### src/hdl/gbn_pkg.sv
// Types and constants of the go-back-N sender window unit
package gbn_pkg;

  localparam int SEQ_W   = 10;
  localparam int BYTES_W = 16;
  localparam int WIN_W   = 6;
  localparam int LEN_W   = 8;
  localparam int CMD_W   = 2;
  localparam int CNT_W   = 6;
  localparam int CFG_ADDR_W = 1;

  localparam logic [SEQ_W-1:0] SEQ_LIMIT    = 10'd1023;
  localparam logic [CNT_W-1:0] RESULT_LIMIT = 6'd32;
  localparam logic [WIN_W-1:0] WIN_HW_MAX   = 6'd63;
  localparam logic [WIN_W-1:0] WIN_RESET    = 6'd3;

  // event codes
  localparam logic [CMD_W-1:0] CMD_START   = 2'd0;
  localparam logic [CMD_W-1:0] CMD_ACK     = 2'd1;
  localparam logic [CMD_W-1:0] CMD_TIMEOUT = 2'd2;
  localparam logic [CMD_W-1:0] CMD_NONE    = 2'd3;

  // register indexes
  localparam logic [CFG_ADDR_W-1:0] REG_TOTAL_BYTES = 1'b0;
  localparam logic [CFG_ADDR_W-1:0] REG_INIT_WINDOW = 1'b1;

  typedef struct packed {
    logic [CMD_W-1:0] command;
    logic [SEQ_W-1:0] ack_seq;
  } gbn_in_t;

  typedef struct packed {
    logic [SEQ_W-1:0]   frame_seq;
    logic [BYTES_W-1:0] byte_offset;
    logic [LEN_W-1:0]   frame_len;
    logic               last_of_run;
    logic               transfer_done;
  } gbn_out_t;

  // classified event passed from front to back
  typedef struct packed {
    logic [CMD_W-1:0] cmd;
    logic [SEQ_W-1:0] ack_seq;
    logic             ack_final;  // ack names the final frame
    logic [WIN_W-1:0] load_win;   // clamped start window
  } gbn_evt_t;

endpackage

### src/hdl/gbn_fifo.sv
// Small synchronous FIFO
module gbn_fifo #(
  parameter int WIDTH = 8,
  parameter int DEPTH = 4
) (
  input  logic             clk,
  input  logic             rst_n,
  input  logic             push,
  input  logic [WIDTH-1:0] wdata,
  output logic             full,
  input  logic             pop,
  output logic [WIDTH-1:0] rdata,
  output logic             empty
);

  localparam int PTR_W = $clog2(DEPTH);
  localparam int CNT_W = $clog2(DEPTH + 1);
  localparam logic [PTR_W-1:0] PTR_LAST = PTR_W'(DEPTH - 1);
  localparam logic [CNT_W-1:0] CNT_FULL = CNT_W'(DEPTH);

  logic [WIDTH-1:0] mem_r [DEPTH];
  logic [PTR_W-1:0] wr_ptr_r, rd_ptr_r;
  logic [CNT_W-1:0] count_r;
  logic             do_push, do_pop;

  assign full    = (count_r == CNT_FULL);
  assign empty   = (count_r == '0);
  assign do_push = push && !full;
  assign do_pop  = pop && !empty;
  assign rdata   = mem_r[rd_ptr_r];

  always_ff @(posedge clk) begin
    if (!rst_n) begin
      wr_ptr_r <= '0;
      rd_ptr_r <= '0;
      count_r  <= '0;
    end else begin
      if (do_push) begin
        wr_ptr_r <= (wr_ptr_r == PTR_LAST) ? '0 : wr_ptr_r + PTR_W'(1);
      end
      if (do_pop) begin
        rd_ptr_r <= (rd_ptr_r == PTR_LAST) ? '0 : rd_ptr_r + PTR_W'(1);
      end
      if (do_push && !do_pop) begin
        count_r <= count_r + CNT_W'(1);
      end else if (do_pop && !do_push) begin
        count_r <= count_r - CNT_W'(1);
      end
    end
  end

  always_ff @(posedge clk) begin
    if (do_push) begin
      mem_r[wr_ptr_r] <= wdata;
    end
  end

endmodule

### src/hdl/gbn_front.sv
// Front end: takes requests, classifies them and precomputes ack offsets
module gbn_front
  import gbn_pkg::*;
#(
  parameter int CHUNK_BYTES = 190,
  parameter int WINDOW_MAX  = 32,
  parameter int OFF_W       = 19
) (
  input  logic               clk,
  input  logic               rst_n,
  input  logic               in_push,
  output logic               in_full,
  input  gbn_in_t            in_item,
  input  logic [BYTES_W-1:0] total_bytes,
  input  logic [WIN_W-1:0]   init_window,
  input  logic               evt_full,
  output logic               evt_push,
  output gbn_evt_t           evt,
  output logic [OFF_W-1:0]   evt_off
);

  localparam int CMP_W = (OFF_W > BYTES_W) ? OFF_W : BYTES_W;
  localparam int WIN_CAP_I = (WINDOW_MAX > 63) ? 63 : ((WINDOW_MAX < 1) ? 1 : WINDOW_MAX);
  localparam logic [WIN_W-1:0] WIN_CAP   = WIN_W'(WIN_CAP_I);
  localparam logic [OFF_W-1:0] CHUNK_OFF = OFF_W'(CHUNK_BYTES);

  logic               hold_vld_r;
  gbn_in_t            hold_r;
  logic               leave, take;
  logic [OFF_W-1:0]   ack_off, ack_next;
  logic [CMP_W-1:0]   tb;
  logic               in_range, is_last;
  logic [WIN_W-1:0]   load_win;

  assign tb       = CMP_W'(total_bytes);
  assign ack_off  = OFF_W'(hold_r.ack_seq) * CHUNK_OFF;
  assign ack_next = ack_off + CHUNK_OFF;

  // ack < frame count, and ack + 1 >= frame count (count saturates at SEQ_LIMIT)
  assign in_range = (hold_r.ack_seq != SEQ_LIMIT) && (CMP_W'(ack_off) < tb);
  assign is_last  = (CMP_W'(ack_next) >= tb) || (hold_r.ack_seq == SEQ_LIMIT - SEQ_W'(1));

  always_comb begin
    if (init_window == '0) begin
      load_win = WIN_W'(1);
    end else if (init_window > WIN_CAP) begin
      load_win = WIN_CAP;
    end else begin
      load_win = init_window;
    end
  end

  // unused command code is dropped here
  assign leave    = hold_vld_r && ((hold_r.command == CMD_NONE) || !evt_full);
  assign evt_push = hold_vld_r && (hold_r.command != CMD_NONE) && !evt_full;
  assign in_full  = hold_vld_r && !leave;
  assign take     = in_push && !in_full;

  assign evt.cmd       = hold_r.command;
  assign evt.ack_seq   = hold_r.ack_seq;
  assign evt.ack_final = in_range && is_last;
  assign evt.load_win  = load_win;
  assign evt_off       = ack_next;

  always_ff @(posedge clk) begin
    if (!rst_n) begin
      hold_vld_r <= 1'b0;
    end else if (take) begin
      hold_vld_r <= 1'b1;
    end else if (leave) begin
      hold_vld_r <= 1'b0;
    end
  end

  always_ff @(posedge clk) begin
    if (take) begin
      hold_r <= in_item;
    end
  end

endmodule

### src/hdl/gbn_back.sv
// Back end: window state and descriptor sequencer, one descriptor per cycle unless the result queue is full
module gbn_back
  import gbn_pkg::*;
#(
  parameter int CHUNK_BYTES = 190,
  parameter int WINDOW_MAX  = 32,
  parameter int OFF_W       = 19
) (
  input  logic               clk,
  input  logic               rst_n,
  input  logic               evt_empty,
  output logic               evt_pop,
  input  gbn_evt_t           evt,
  input  logic [OFF_W-1:0]   evt_off,
  input  logic [BYTES_W-1:0] total_bytes,
  input  logic               res_full,
  output logic               res_push,
  output gbn_out_t           res
);

  localparam int CMP_W = (OFF_W > BYTES_W) ? OFF_W : BYTES_W;
  localparam int WIN_CAP_I = (WINDOW_MAX > 63) ? 63 : ((WINDOW_MAX < 1) ? 1 : WINDOW_MAX);
  localparam logic [WIN_W-1:0] WIN_CAP   = WIN_W'(WIN_CAP_I);
  localparam logic [CMP_W-1:0] CHUNK_CMP = CMP_W'(CHUNK_BYTES);

  typedef enum logic {S_IDLE, S_EMIT} state_t;

  state_t             state_r, state_nxt;
  logic [SEQ_W-1:0]   next_seq_r, next_seq_nxt;
  logic [SEQ_W-1:0]   base_r, base_nxt;
  logic [WIN_W-1:0]   win_r, win_nxt;
  logic               fin_r, fin_nxt;
  logic [OFF_W-1:0]   off_r, off_nxt;
  logic [OFF_W-1:0]   base_off_r, base_off_nxt;
  logic [CNT_W-1:0]   cnt_r, cnt_nxt;

  logic [SEQ_W:0]     win_end, seq_ext, seq_inc, ack_inc;
  logic [CMP_W-1:0]   tb, off_c, off_step, remain, len;
  logic [WIN_W-1:0]   win_half;
  logic               can_send, more;

  assign tb       = CMP_W'(total_bytes);
  assign off_c    = CMP_W'(off_r);
  assign off_step = off_c + CHUNK_CMP;
  assign remain   = tb - off_c;
  assign len      = (remain < CHUNK_CMP) ? remain : CHUNK_CMP;
  assign win_end  = (SEQ_W+1)'(base_r) + (SEQ_W+1)'(win_r);
  assign seq_ext  = (SEQ_W+1)'(next_seq_r);
  assign seq_inc  = seq_ext + (SEQ_W+1)'(1);
  assign ack_inc  = (SEQ_W+1)'(evt.ack_seq) + (SEQ_W+1)'(1);
  assign win_half = win_r >> 1;

  // current frame admitted, and whether the one after it will be
  assign can_send = (cnt_r < RESULT_LIMIT) && (seq_ext < win_end) &&
                    (next_seq_r != SEQ_LIMIT) && (off_c < tb);
  assign more     = (cnt_r + CNT_W'(1) < RESULT_LIMIT) && (seq_inc < win_end) &&
                    (next_seq_r != SEQ_LIMIT - SEQ_W'(1)) && (off_step < tb);

  always_comb begin
    state_nxt    = state_r;
    next_seq_nxt = next_seq_r;
    base_nxt     = base_r;
    win_nxt      = win_r;
    fin_nxt      = fin_r;
    off_nxt      = off_r;
    base_off_nxt = base_off_r;
    cnt_nxt      = cnt_r;
    evt_pop      = 1'b0;
    res_push     = 1'b0;
    res.frame_seq     = next_seq_r;
    res.byte_offset   = off_c[BYTES_W-1:0];
    res.frame_len     = len[LEN_W-1:0];
    res.last_of_run   = !more;
    res.transfer_done = fin_r;

    unique case (state_r)
      S_IDLE: begin
        if (!evt_empty) begin
          evt_pop   = 1'b1;
          cnt_nxt   = '0;
          state_nxt = S_EMIT;
          unique case (evt.cmd)
            CMD_START: begin
              next_seq_nxt = '0;
              base_nxt     = '0;
              win_nxt      = evt.load_win;
              fin_nxt      = 1'b0;
              off_nxt      = '0;
              base_off_nxt = '0;
            end
            CMD_ACK: begin
              if (evt.ack_seq < next_seq_r) begin
                if (ack_inc > (SEQ_W+1)'(base_r)) begin
                  base_nxt     = ack_inc[SEQ_W-1:0];
                  base_off_nxt = evt_off;
                end
                if (win_r < WIN_CAP) begin
                  win_nxt = win_r + WIN_W'(1);
                end
                fin_nxt = fin_r | evt.ack_final;
              end
            end
            CMD_TIMEOUT: begin
              next_seq_nxt = base_r;
              off_nxt      = base_off_r;
              win_nxt      = (win_half == '0) ? WIN_W'(1) : win_half;
            end
            default: begin
              state_nxt = S_IDLE;
            end
          endcase
        end
      end
      S_EMIT: begin
        if (can_send) begin
          if (!res_full) begin
            res_push     = 1'b1;
            next_seq_nxt = next_seq_r + SEQ_W'(1);
            off_nxt      = off_step[OFF_W-1:0];
            cnt_nxt      = cnt_r + CNT_W'(1);
            if (!more) begin
              state_nxt = S_IDLE;
            end
          end
        end else if (cnt_r == '0 && fin_r) begin
          // completion report
          res.frame_seq   = '0;
          res.byte_offset = '0;
          res.frame_len   = '0;
          res.last_of_run = 1'b1;
          if (!res_full) begin
            res_push  = 1'b1;
            state_nxt = S_IDLE;
          end
        end else begin
          state_nxt = S_IDLE;
        end
      end
      default: begin
        state_nxt = S_IDLE;
      end
    endcase
  end

  always_ff @(posedge clk) begin
    if (!rst_n) begin
      state_r    <= S_IDLE;
      next_seq_r <= '0;
      base_r     <= '0;
      win_r      <= WIN_RESET;
      fin_r      <= 1'b0;
      off_r      <= '0;
      base_off_r <= '0;
      cnt_r      <= '0;
    end else begin
      state_r    <= state_nxt;
      next_seq_r <= next_seq_nxt;
      base_r     <= base_nxt;
      win_r      <= win_nxt;
      fin_r      <= fin_nxt;
      off_r      <= off_nxt;
      base_off_r <= base_off_nxt;
      cnt_r      <= cnt_nxt;
    end
  end

endmodule

### src/hdl/go_back_n_sender_window_unit.sv
// Top level of the go-back-N sender window unit
//
//   channel  ports                            moves
//   in       in_push / in_full / in_item      one event request (start, ack, timeout)
//   out      out_empty / out_pop / out_item   one frame descriptor or completion report
//   cfg      cfg_we / cfg_addr / cfg_wdata    total_bytes (0), initial_window (1)
//
// An event request is held in the front register and passes through the event
// queue; the back end applies it to the window, then emits its descriptors one
// per cycle unless the result queue is full (k results per event, k up to 32).
// Reset (rst_n low, synchronous) clears both queues and the window state.
// The event queue lets the front keep taking requests while the back end is
// blocked on a full result queue.
module go_back_n_sender_window_unit
  import gbn_pkg::*;
#(
  parameter int CHUNK_BYTES = 190,
  parameter int WINDOW_MAX  = 32
) (
  input  logic                  clk,
  input  logic                  rst_n,
  input  logic                  in_push,
  output logic                  in_full,
  input  gbn_in_t               in_item,
  output logic                  out_empty,
  input  logic                  out_pop,
  output gbn_out_t              out_item,
  input  logic                  cfg_we,
  input  logic [CFG_ADDR_W-1:0] cfg_addr,
  input  logic [BYTES_W-1:0]    cfg_wdata
);

  // offsets up to (1023 + 1) * CHUNK_BYTES
  localparam int OFF_W   = SEQ_W + 1 + $clog2(CHUNK_BYTES);
  localparam int EVT_W   = $bits(gbn_evt_t) + OFF_W;
  localparam int OUT_W   = $bits(gbn_out_t);

  logic [BYTES_W-1:0] total_bytes_r;
  logic [WIN_W-1:0]   init_win_r;

  // front -> event queue
  logic               evt_push, evt_full;
  gbn_evt_t           evt_in;
  logic [OFF_W-1:0]   evt_off_in;
  // event queue -> back
  logic               evt_pop, evt_empty;
  logic [EVT_W-1:0]   evt_rdata;
  gbn_evt_t           evt_out;
  logic [OFF_W-1:0]   evt_off_out;
  // back -> result queue
  logic               res_push, res_full;
  gbn_out_t           res;
  logic [OUT_W-1:0]   res_rdata;

  // config registers, to be written only while idle; the block itself does not enforce this
  always_ff @(posedge clk) begin
    if (!rst_n) begin
      total_bytes_r <= '0;
      init_win_r    <= WIN_RESET;
    end else if (cfg_we) begin
      unique case (cfg_addr)
        REG_TOTAL_BYTES: total_bytes_r <= cfg_wdata;
        REG_INIT_WINDOW: init_win_r    <= cfg_wdata[WIN_W-1:0];
        default: ;
      endcase
    end
  end

  gbn_front #(
    .CHUNK_BYTES (CHUNK_BYTES),
    .WINDOW_MAX  (WINDOW_MAX),
    .OFF_W       (OFF_W)
  ) u_front (
    .clk         (clk),
    .rst_n       (rst_n),
    .in_push     (in_push),
    .in_full     (in_full),
    .in_item     (in_item),
    .total_bytes (total_bytes_r),
    .init_window (init_win_r),
    .evt_full    (evt_full),
    .evt_push    (evt_push),
    .evt         (evt_in),
    .evt_off     (evt_off_in)
  );

  gbn_fifo #(
    .WIDTH (EVT_W),
    .DEPTH (2)
  ) u_evt_q (
    .clk   (clk),
    .rst_n (rst_n),
    .push  (evt_push),
    .wdata ({evt_in, evt_off_in}),
    .full  (evt_full),
    .pop   (evt_pop),
    .rdata (evt_rdata),
    .empty (evt_empty)
  );

  assign evt_out     = evt_rdata[EVT_W-1:OFF_W];
  assign evt_off_out = evt_rdata[OFF_W-1:0];

  gbn_back #(
    .CHUNK_BYTES (CHUNK_BYTES),
    .WINDOW_MAX  (WINDOW_MAX),
    .OFF_W       (OFF_W)
  ) u_back (
    .clk         (clk),
    .rst_n       (rst_n),
    .evt_empty   (evt_empty),
    .evt_pop     (evt_pop),
    .evt         (evt_out),
    .evt_off     (evt_off_out),
    .total_bytes (total_bytes_r),
    .res_full    (res_full),
    .res_push    (res_push),
    .res         (res)
  );

  // result queue parts the sequencer from the consumer
  gbn_fifo #(
    .WIDTH (OUT_W),
    .DEPTH (4)
  ) u_res_q (
    .clk   (clk),
    .rst_n (rst_n),
    .push  (res_push),
    .wdata (res),
    .full  (res_full),
    .pop   (out_pop),
    .rdata (res_rdata),
    .empty (out_empty)
  );

  assign out_item = res_rdata;

endmodule

### config.mk
export PLATFORM = sky130hd
export DESIGN_NAME = go_back_n_sender_window_unit
export DESIGN_NICKNAME = d
export VERILOG_FILES = /design/src/hdl/gbn_pkg.sv /design/src/hdl/gbn_fifo.sv /design/src/hdl/gbn_front.sv /design/src/hdl/gbn_back.sv /design/src/hdl/go_back_n_sender_window_unit.sv
export SDC_FILE = /design/constraint.sdc
export NUM_CORES = 1
export LEC_CHECK = 0
export BUFFER_PORTS_ARGS = -buffer_cell sky130_fd_sc_hd__buf_2
export CORE_MARGIN = 2
export CORE_UTILIZATION = 60
export CTS_BUF_LIST = sky130_fd_sc_hd__clkbuf_2 sky130_fd_sc_hd__clkbuf_4 sky130_fd_sc_hd__clkbuf_8
export DETAILED_ROUTE_END_ITERATION = 10
export PLACE_DENSITY = 0.78
export SKIP_LAST_GASP = 1
export SLEW_MARGIN = 20
export SYNTH_ARGS = -nofsm -noshare
export SYNTH_HDL_FRONTEND = slang
export SYNTH_SLANG_ARGS = --single-unit
### constraint.sdc
create_clock -name clk -period 16 [get_ports clk]
set_clock_uncertainty 0.1 [all_clocks]
set_input_delay 0.8 -clock clk [delete_from_list [all_inputs] [get_ports clk]]
set_output_delay 0.8 -clock clk [all_outputs]
set_load 0.03 [all_outputs]
==> run summary, run 1 <==
Status: finished clean
Synth Instances: 1642
Final WL: 40.7 mm
Residual DRC count: 0
EDFF count, synth: 230
Post-synth cell types: 73
First DRT Iteration DRCs: 1086
Initial antenna violation count: 0
Pwr Density: 193 nW/um2
Clk slew on worst S/H paths: 0.06 ns
Placer Congestion: 0.906
Crit path DAT: 6.26 ns
Total core area: 30700 um2
Nets: 1957
Most frequent cells in the layout: 230 x edfxtp_1, 165 x ha_1, 133 x inv_1
Kind of critical path: reg2reg
Max IR drop VDD: 0.161 mV
CTS tree: yes
Worst-path fanout max: 7
Critical-path top delay cell: fa_1
PostCTS Resize Cnt: 0
Post-cts hold buffer count: 0
Mean Syn Cell Area: 11.4 um2
Cell Area, Synth: 18700 um2
Root Buffer Master: clkbuf_8
Clock Sinks: 337
Routed wire per std cell: 18.8 um
Routed vias: 12978
Fin crit share: 38.0%
First-pass GRT wire length: 66.0 mm
DIE AREA: 32700 um2
Finished Layout Cells: 2166
Hold crit path type: in2reg
Commonest non-fill, non-tap cell in the layout: edfxtp_1
Chip width: 181 um
ANT cells: 0
Final Setup Violations: 0
Max incr delay on CP: 0.56 ns
Type of origin of the critical path: register
Normalized max-slew margin: 34.1%
Fin. max-slew vios: 0
Most used DFF post-synth: edfxtp_1
Final Core Density: 67.4%
H-tree level count: 2
Area Growth Syn to Fin: 10.2%
Hold path depth: 1
Slew at the pin closest to its max-slew limit: 0.986 ns
ANT nets after route: 0
Setup Fix Bufs, Post-CTS: 0
Timing-limited maximum frequency: 0.165 GHz
Hpwl dp: 29.5 mm
Cell Rows: 64
CP Cell Sequence: inv_1 > fa_1 > inv_1 > ha_1 > fa_1 > inv_1 > fa_1 > inv_1 > ha_1 > nand2_1 > o31a_1 > o2bb2ai_1 > xnor2_1 > nand2_1 > nor3_1 > xor2_1 > ha_1 > a21o_1 > a21oi_1 > nor2b_1 > o21ai_0 > a41oi_1
Async set-reset flop share out of synthesis: 0%
Total Routing Usage GR: 25.1%
Clk buf depth: 3
Global-route congestion overflow total: 0
Max Cap Viol: 0
Crit path required time: 16.19 ns
Cell mode on critical path: inv_1
IO Count: 72
Crit path time final: 6.07 ns
Initial Util: 61.1%
Die Y-Extent: 181 um
Setup TNS: 0 ns
RSZ-0062 raised after global routing: false
Synth warn: 0
DP Cell Count: 2064
Pre-antenna DRT Iters: 7
Worst-case reg-to-reg path depth: 22
Cts bufs inserted: 54
Worst setup EP type: register
Sequential fraction of the synthesis area: 48.3%
Static leakage: 7.94 nW
Post-DR vias/cell: 5.99
Largest net degree at the start of global routing: 85
Share of post-route cells with drive strength above 1: 13.0%
Vias in the first global route: 12921
Hold WS: 0.279 ns
IO Port Bufs: 71
Synth Register Bits: 337
Final hold vios: 0
Worst-skew pair later-pin latency: 0.60 ns
-- power breakdown --
part | switching [W] | internal, W | total, W
sequential | 0.0000701 | 0.00111 | 0.00118
combinational | 0.00120 | 0.000825 | 0.00203
clock | 0.000341 | 0.000442 | 0.000783
-- worst max-delay path: cells and delay by family (launching register included) --
family	cells	cell delay, ns
flip-flops	1	0.52
AND/OR/NAND/NOR	4	0.49
AO/OA/AOI/OAI	6	1.13
XOR/XNOR	2	0.65
adder cells (fa/ha/maj)	6	2.55
buffers and inverters	4	0.31
-- layer usage --
metal,global-route usage [%],vias to the layer above,part of all wire [%]
li1,-,6196,-
met1,34.1,6275,44
met2,41.5,405,47
met3,4.13,102,5.9
met4,7.65,0,2.7
met5,0,-,0
-- worst paths after layout --
kind	start	endpoint	slack, ns
worst max-delay path	u_front.evt[10]$_DFFE_PP_	u_evt_q.mem_r[1][25]$_DFFE_PP_	9.93
worst min-delay path	in_item[8]	u_front.evt[15]$_DFFE_PP_	0.28
worst max register to register	u_front.evt[10]$_DFFE_PP_	u_evt_q.mem_r[1][25]$_DFFE_PP_	9.93
worst min register to register	init_win_r[4]$_SDFFE_PN0P_	init_win_r[4]$_SDFFE_PN0P_	0.37
-- through the flow --
stage | instance area [um2] | setup WS, ns | total power (W)
after floorplan | 18800 | 10.50 | 0.00274
after global placement | 19500 | 10.10 | 0.00313
after detailed placement | 19500 | 9.95 | 0.00320
after CTS | 20600 | 9.92 | 0.00399
after global routing | 20700 | 9.54 | 0.00432
final | 20700 | 9.93 | 0.00399
-- synth_stat cells, drive strengths merged, types with 3 or more instances --
cell type / count / area [um2]
nor2: 125 / 469
a221oi: 24 / 210
inv: 134 / 503
fa: 33 / 661
or3: 7 / 43.8
o21a: 17 / 128
o21ai: 54 / 270
o2111ai: 4 / 35.0
nand2: 95 / 357
xnor2: 65 / 569
o31ai: 5 / 42.5
and3: 12 / 75.1
a21boi: 3 / 22.5
nand2b: 24 / 150
a21oi: 110 / 551
nor3: 17 / 85.1
dfxtp: 107 / 2140
o211ai: 11 / 82.6
nor3b: 4 / 35.0
a31oi: 8 / 50.1
nor4: 10 / 62.6
and4: 3 / 26.3
xor2: 19 / 166
a2111oi: 3 / 27.5
a21o: 21 / 158
nor2b: 19 / 119
a211o: 5 / 43.8
edfxtp: 230 / 6910
mux4: 36 / 811
buf: 17 / 91.3
ha: 165 / 2060
a211oi: 30 / 225
o21bai: 10 / 75.1
nand3: 46 / 230
mux2: 9 / 101
mux2i: 49 / 490
nand4: 15 / 93.8
clkbuf: 47 / 176
nand3b: 5 / 37.5
and2: 8 / 50.1
-- flip-flops by register name, indices dropped and copies added (netlist names), 3 cells and up, named ones only --
name and cells:
u_back.next_seq_r 10, u_front.evt 12, u_res_q.mem_r 144, u_evt_q.mem_r 74, total_bytes_r 16, u_back.off_c 18
u_back.base_off_r 18, init_win_r 6, u_res_q.count_r 3, u_back.base_r 10, u_back.win_r 6, u_back.cnt_r 6
-- cell type report --
type,instances,area (um2)
Inverter,134,503
Multi-Input combinational cell,1110,8950
Clock buffer,71,883
Clock inverter,30,273
Fill cell,2287,10000
Timing Repair Buffer,88,503
Tap cell,396,495
Sequential cell,337,9050
-- cell families after synthesis --
logic type | Yosys count | share of synthesized area [%]
AND/OR/NAND/NOR | 399 | 10.2
flip-flops | 337 | 48.3
AO/OA/AOI/OAI | 330 | 11.5
adder cells (fa/ha/maj) | 198 | 14.5
buffers and inverters | 198 | 4.11
multiplexers | 94 | 7.48
XOR/XNOR | 84 | 3.92
other | 2 | 0.0401
Note: power is estimated with default switching activity, not from simulation.
==> run 2: changes to the inputs <==
ABC_AREA = 1   (was not set)
clock period = 5.7 ns   (was 16 ns; I/O delays follow)
==> run summary, run 2 <==
Status: finished clean
Routed wire per std cell: 17.0 um (-9.3%)
Cell Rows: 66 (+3.1%)
P_sw: 0.00647 W (+300%)
Timing-limited maximum frequency: 0.182 GHz (+11%)
Commonest non-fill, non-tap cell in the layout: nand2_1
Clk slew on worst S/H paths: 0.07 ns (about the same)
Root Buffer Master: clkbuf_8
Most frequent cells in the layout: 386 x nand2_1, 290 x inv_1, 283 x nor2_1
Final hold vios: 0 (unchanged)
Top Registers: u_res_q.mem_r: 144 flops, u_evt_q.mem_r: 74 flops
Area share of the largest cell type after synthesis: 34.5% (-2.4 points)
Die Y-Extent: 187 um (+3.3%)
Async set-reset flop share out of synthesis: 0% (unchanged)
Commonest cells post-synth: 389 x nand2_1, 299 x inv_1, 290 x nor2_1, 230 x edfxtp_1, 168 x o21ai_0
IO Count: 72 (unchanged)
Finished Layout Cells: 2903 (+34%)
Final Setup Violations: 0 (unchanged)
Crit path required time: 5.95 ns (-10.24 ns)
Final Cell Area: 22700 um2 (+9.8%)
Final WL: 49.4 mm (+22%)
Clk buf depth: 3 (unchanged)
Most numerous cell in the Yosys netlist: nand2_1
Clock Sinks: 337 (unchanged)
Sequential Power Share: 24.7% (-4.9 points)
Sequential fraction of the synthesis area: 45.2% (-3.1 points)
Synth Register Bits: 337 (unchanged)
Mean Syn Cell Area: 8.79 um2 (-23%)
Synth warn: 0 (unchanged)
Post-synth cell types: 67 (-8.2%)
Register area: 9050 um2 (about the same)
H-tree level count: 2 (unchanged)
Kind of critical path: reg2reg
Residual DRC count: 0 (unchanged)
Post-DR vias/cell: 5.55 (-7.4%)
Initial Util: 61.3% (+0.14 points)
ANT nets after route: 0 (unchanged)
Total core area: 32700 um2 (+6.6%)
EDFF count, synth: 230 (unchanged)
ANT cells: 0 (unchanged)
Initial antenna violation count: 0 (unchanged)
Crit path DAT: 5.73 ns (-0.53 ns)
First-pass GRT wire length: 79.3 mm (+20%)
Most flops, register: u_res_q.mem_r
Largest net degree at the start of global routing: 95 (+12%)
Global-route congestion overflow total: 0 (unchanged)
First DRT Iteration DRCs: 1350 (+24%)
Normalized max-slew margin: 27.6% (-6.6 points)
Total power: 0.0139 W (+250%)
Synth Instances: 2280 (+39%)
Type of origin of the critical path: register
Max FFs per register: 144 (unchanged)
Pre-antenna DRT Iters: 5 (-2)
DIE AREA: 34900 um2 (+6.7%)
Max IR drop VDD: 0.731 mV (+360%)
Worst-skew pair later-pin latency: 0.62 ns (+0.02 ns)
Int Pwr: 0.00738 W (+210%)
Combinational Power Share: 58.9% (+8.1 points)
Crit path time final: 5.48 ns (-0.589 ns)
Share of post-route cells with drive strength above 1: 13.8% (+0.82 points)
Sw frac: 46.7% (+6.3 points)
DP Cell Count: 2756 (+34%)
Vias in the first global route: 15591 (+21%)
Max Cap Viol: 0 (unchanged)
Worst setup EP type: register
Cell Area, Synth: 20000 um2 (+6.9%)
Multi-input gate area: 9710 um2 (+8.5%)
Total Routing Usage GR: 28.1% (+3.0 points)
Hpwl dp: 35.4 mm (+20%)
Fin crit share: 96.2% (+58 points)
Most used DFF post-synth: edfxtp_1
Chip width: 187 um (+3.3%)
CTS tree: yes
Worst-path fanout max: 6 (-1)
Hold crit path type: in2reg
Static leakage: 9.87 nW (+24%)
Fillcell total: 2607 (+14%)
Fin. max-slew vios: 0 (unchanged)
Clock power frac: 16.4% (-3.2 points)
Area Growth Syn to Fin: 13.3%
Pwr Density: 610 nW/um2 (+220%)
Slew at the pin closest to its max-slew limit: 1.08 ns (+0.0938 ns)
Area contributors post-synth: edfxtp_1 34%, dfxtp_1 11%, ha_1 10%
Cell Area, Placed: 20900 um2 (+7.2%)
Largest area contributor in the netlist: edfxtp_1
Placer Congestion: 0.930 (+2.6%)
Nets: 2647 (+35%)
Cts bufs inserted: 54 (unchanged)
Routed vias: 16107 (+24%)
IO Port Bufs: 71 (unchanged)
[run 2: power groups by stage]
| stage | sequential [W] | combinational [W] | clock, W |
|---|---|---|---|
| 2_1_floorplan | 0.00339 | 0.00570 | 0 |
| 3_3_place_gp | 0.00345 | 0.00727 | 0 |
| 3_5_place_dp | 0.00346 | 0.00743 | 0 |
| 4_1_cts | 0.00341 | 0.00751 | 0.00230 |
| 5_1_grt | 0.00345 | 0.00918 | 0.00240 |
| 6_report | 0.00342 | 0.00816 | 0.00227 |
[run 2: per-stage QoR]
step | setup slack (ns) | utilization [%] | TNS, ns | hold WS, ns
floorplan | 0.356 | - | 0 | 0.284
global placement | 0.153 | 63.9 | 0 | 0.336
detailed placement | 0.0841 | 63.9 | 0 | 0.345
CTS | 0.0468 | 68.5 | 0 | 0.0170
global route | -0.0657 | 69.4 | -0.131 | 0.0480
finish | 0.215 | 69.4 | 0 | 0.0661
[run 2: worst paths after layout]
kind	startpoint	to	slack, ns	cells past startpoint
worst max register to register	u_front.evt[13]$_DFFE_PP_	u_evt_q.mem_r[0][25]$_DFFE_PP_	0.22	23
worst max-delay path	u_front.evt[13]$_DFFE_PP_	u_evt_q.mem_r[0][25]$_DFFE_PP_	0.22	23
worst min-delay path	rst_n	u_back.state_r$_SDFF_PN0_	0.07	3
worst min register to register	u_evt_q.rd_ptr_r$_SDFFE_PN0P_	register	0.35	1
[run 2: timing repair]
| action | in CTS | in global routing |
|---|---|---|
| endpoints found under the setup margin | 2 | 2 |
| hold endpoints to repair | 35 | 0 |
| gates resized for setup | 1 | 35 |
| buffers inserted | 0 | 11 |
| pin swaps | 0 | 17 |
| hold buffers | 32 | 0 |
[run 2: logic make-up (layout without fill, tap and decap cells)]
family | Yosys count | count (layout) | share of synthesized area [%]
AND/OR/NAND/NOR | 899 | 899 | 19.3
AO/OA/AOI/OAI | 412 | 412 | 11.8
buffers and inverters | 379 | 557 | 7.50
flip-flops | 337 | 337 | 45.2
adder cells (fa/ha/maj) | 198 | 198 | 13.6
XOR/XNOR | 53 | 53 | 2.52
other | 2 | 5 | 0.0375
[run 2: worst max-delay path, cell delays in order (launching register included)]
cell	delay, ns
edfxtp_1	0.41
buf_4	0.15
buf_4	0.15
fa_1	0.52
fa_1	0.44
fa_1	0.58
fa_1	0.46
ha_4	0.32
nand2_1	0.12
o21ai_4	0.22
xor2_2	0.18
nand3_2	0.10
buf_4	0.16
nor3_2	0.13
nand3_1	0.08
nand2_1	0.07
inv_1	0.06
ha_1	0.32
nand2_2	0.11
nor2_1	0.06
a211oi_2	0.15
nand2_1	0.08
a21oi_1	0.15
a21oi_2	0.08
[run 2: final cells by class]
type | count | share of cell area (%)
multi-input combinational | 1567 | 42.8
sequential | 337 | 39.9
inverter | 313 | 5.19
timing repair buffer | 142 | 4.43
clock buffer | 68 | 3.79
tap | 442 | 2.44
clock inverter | 34 | 1.48
[run 2: per-layer routing]
metal / vias to the layer above / share of wire (%) / GRT usage, %
met4: 0 / 3.2 / 9.46
met1: 7544 / 42 / 36.3
met5: - / 0 / 0
met2: 534 / 49 / 49.2
met3: 111 / 5.4 / 3.20
li1: 7918 / - / -
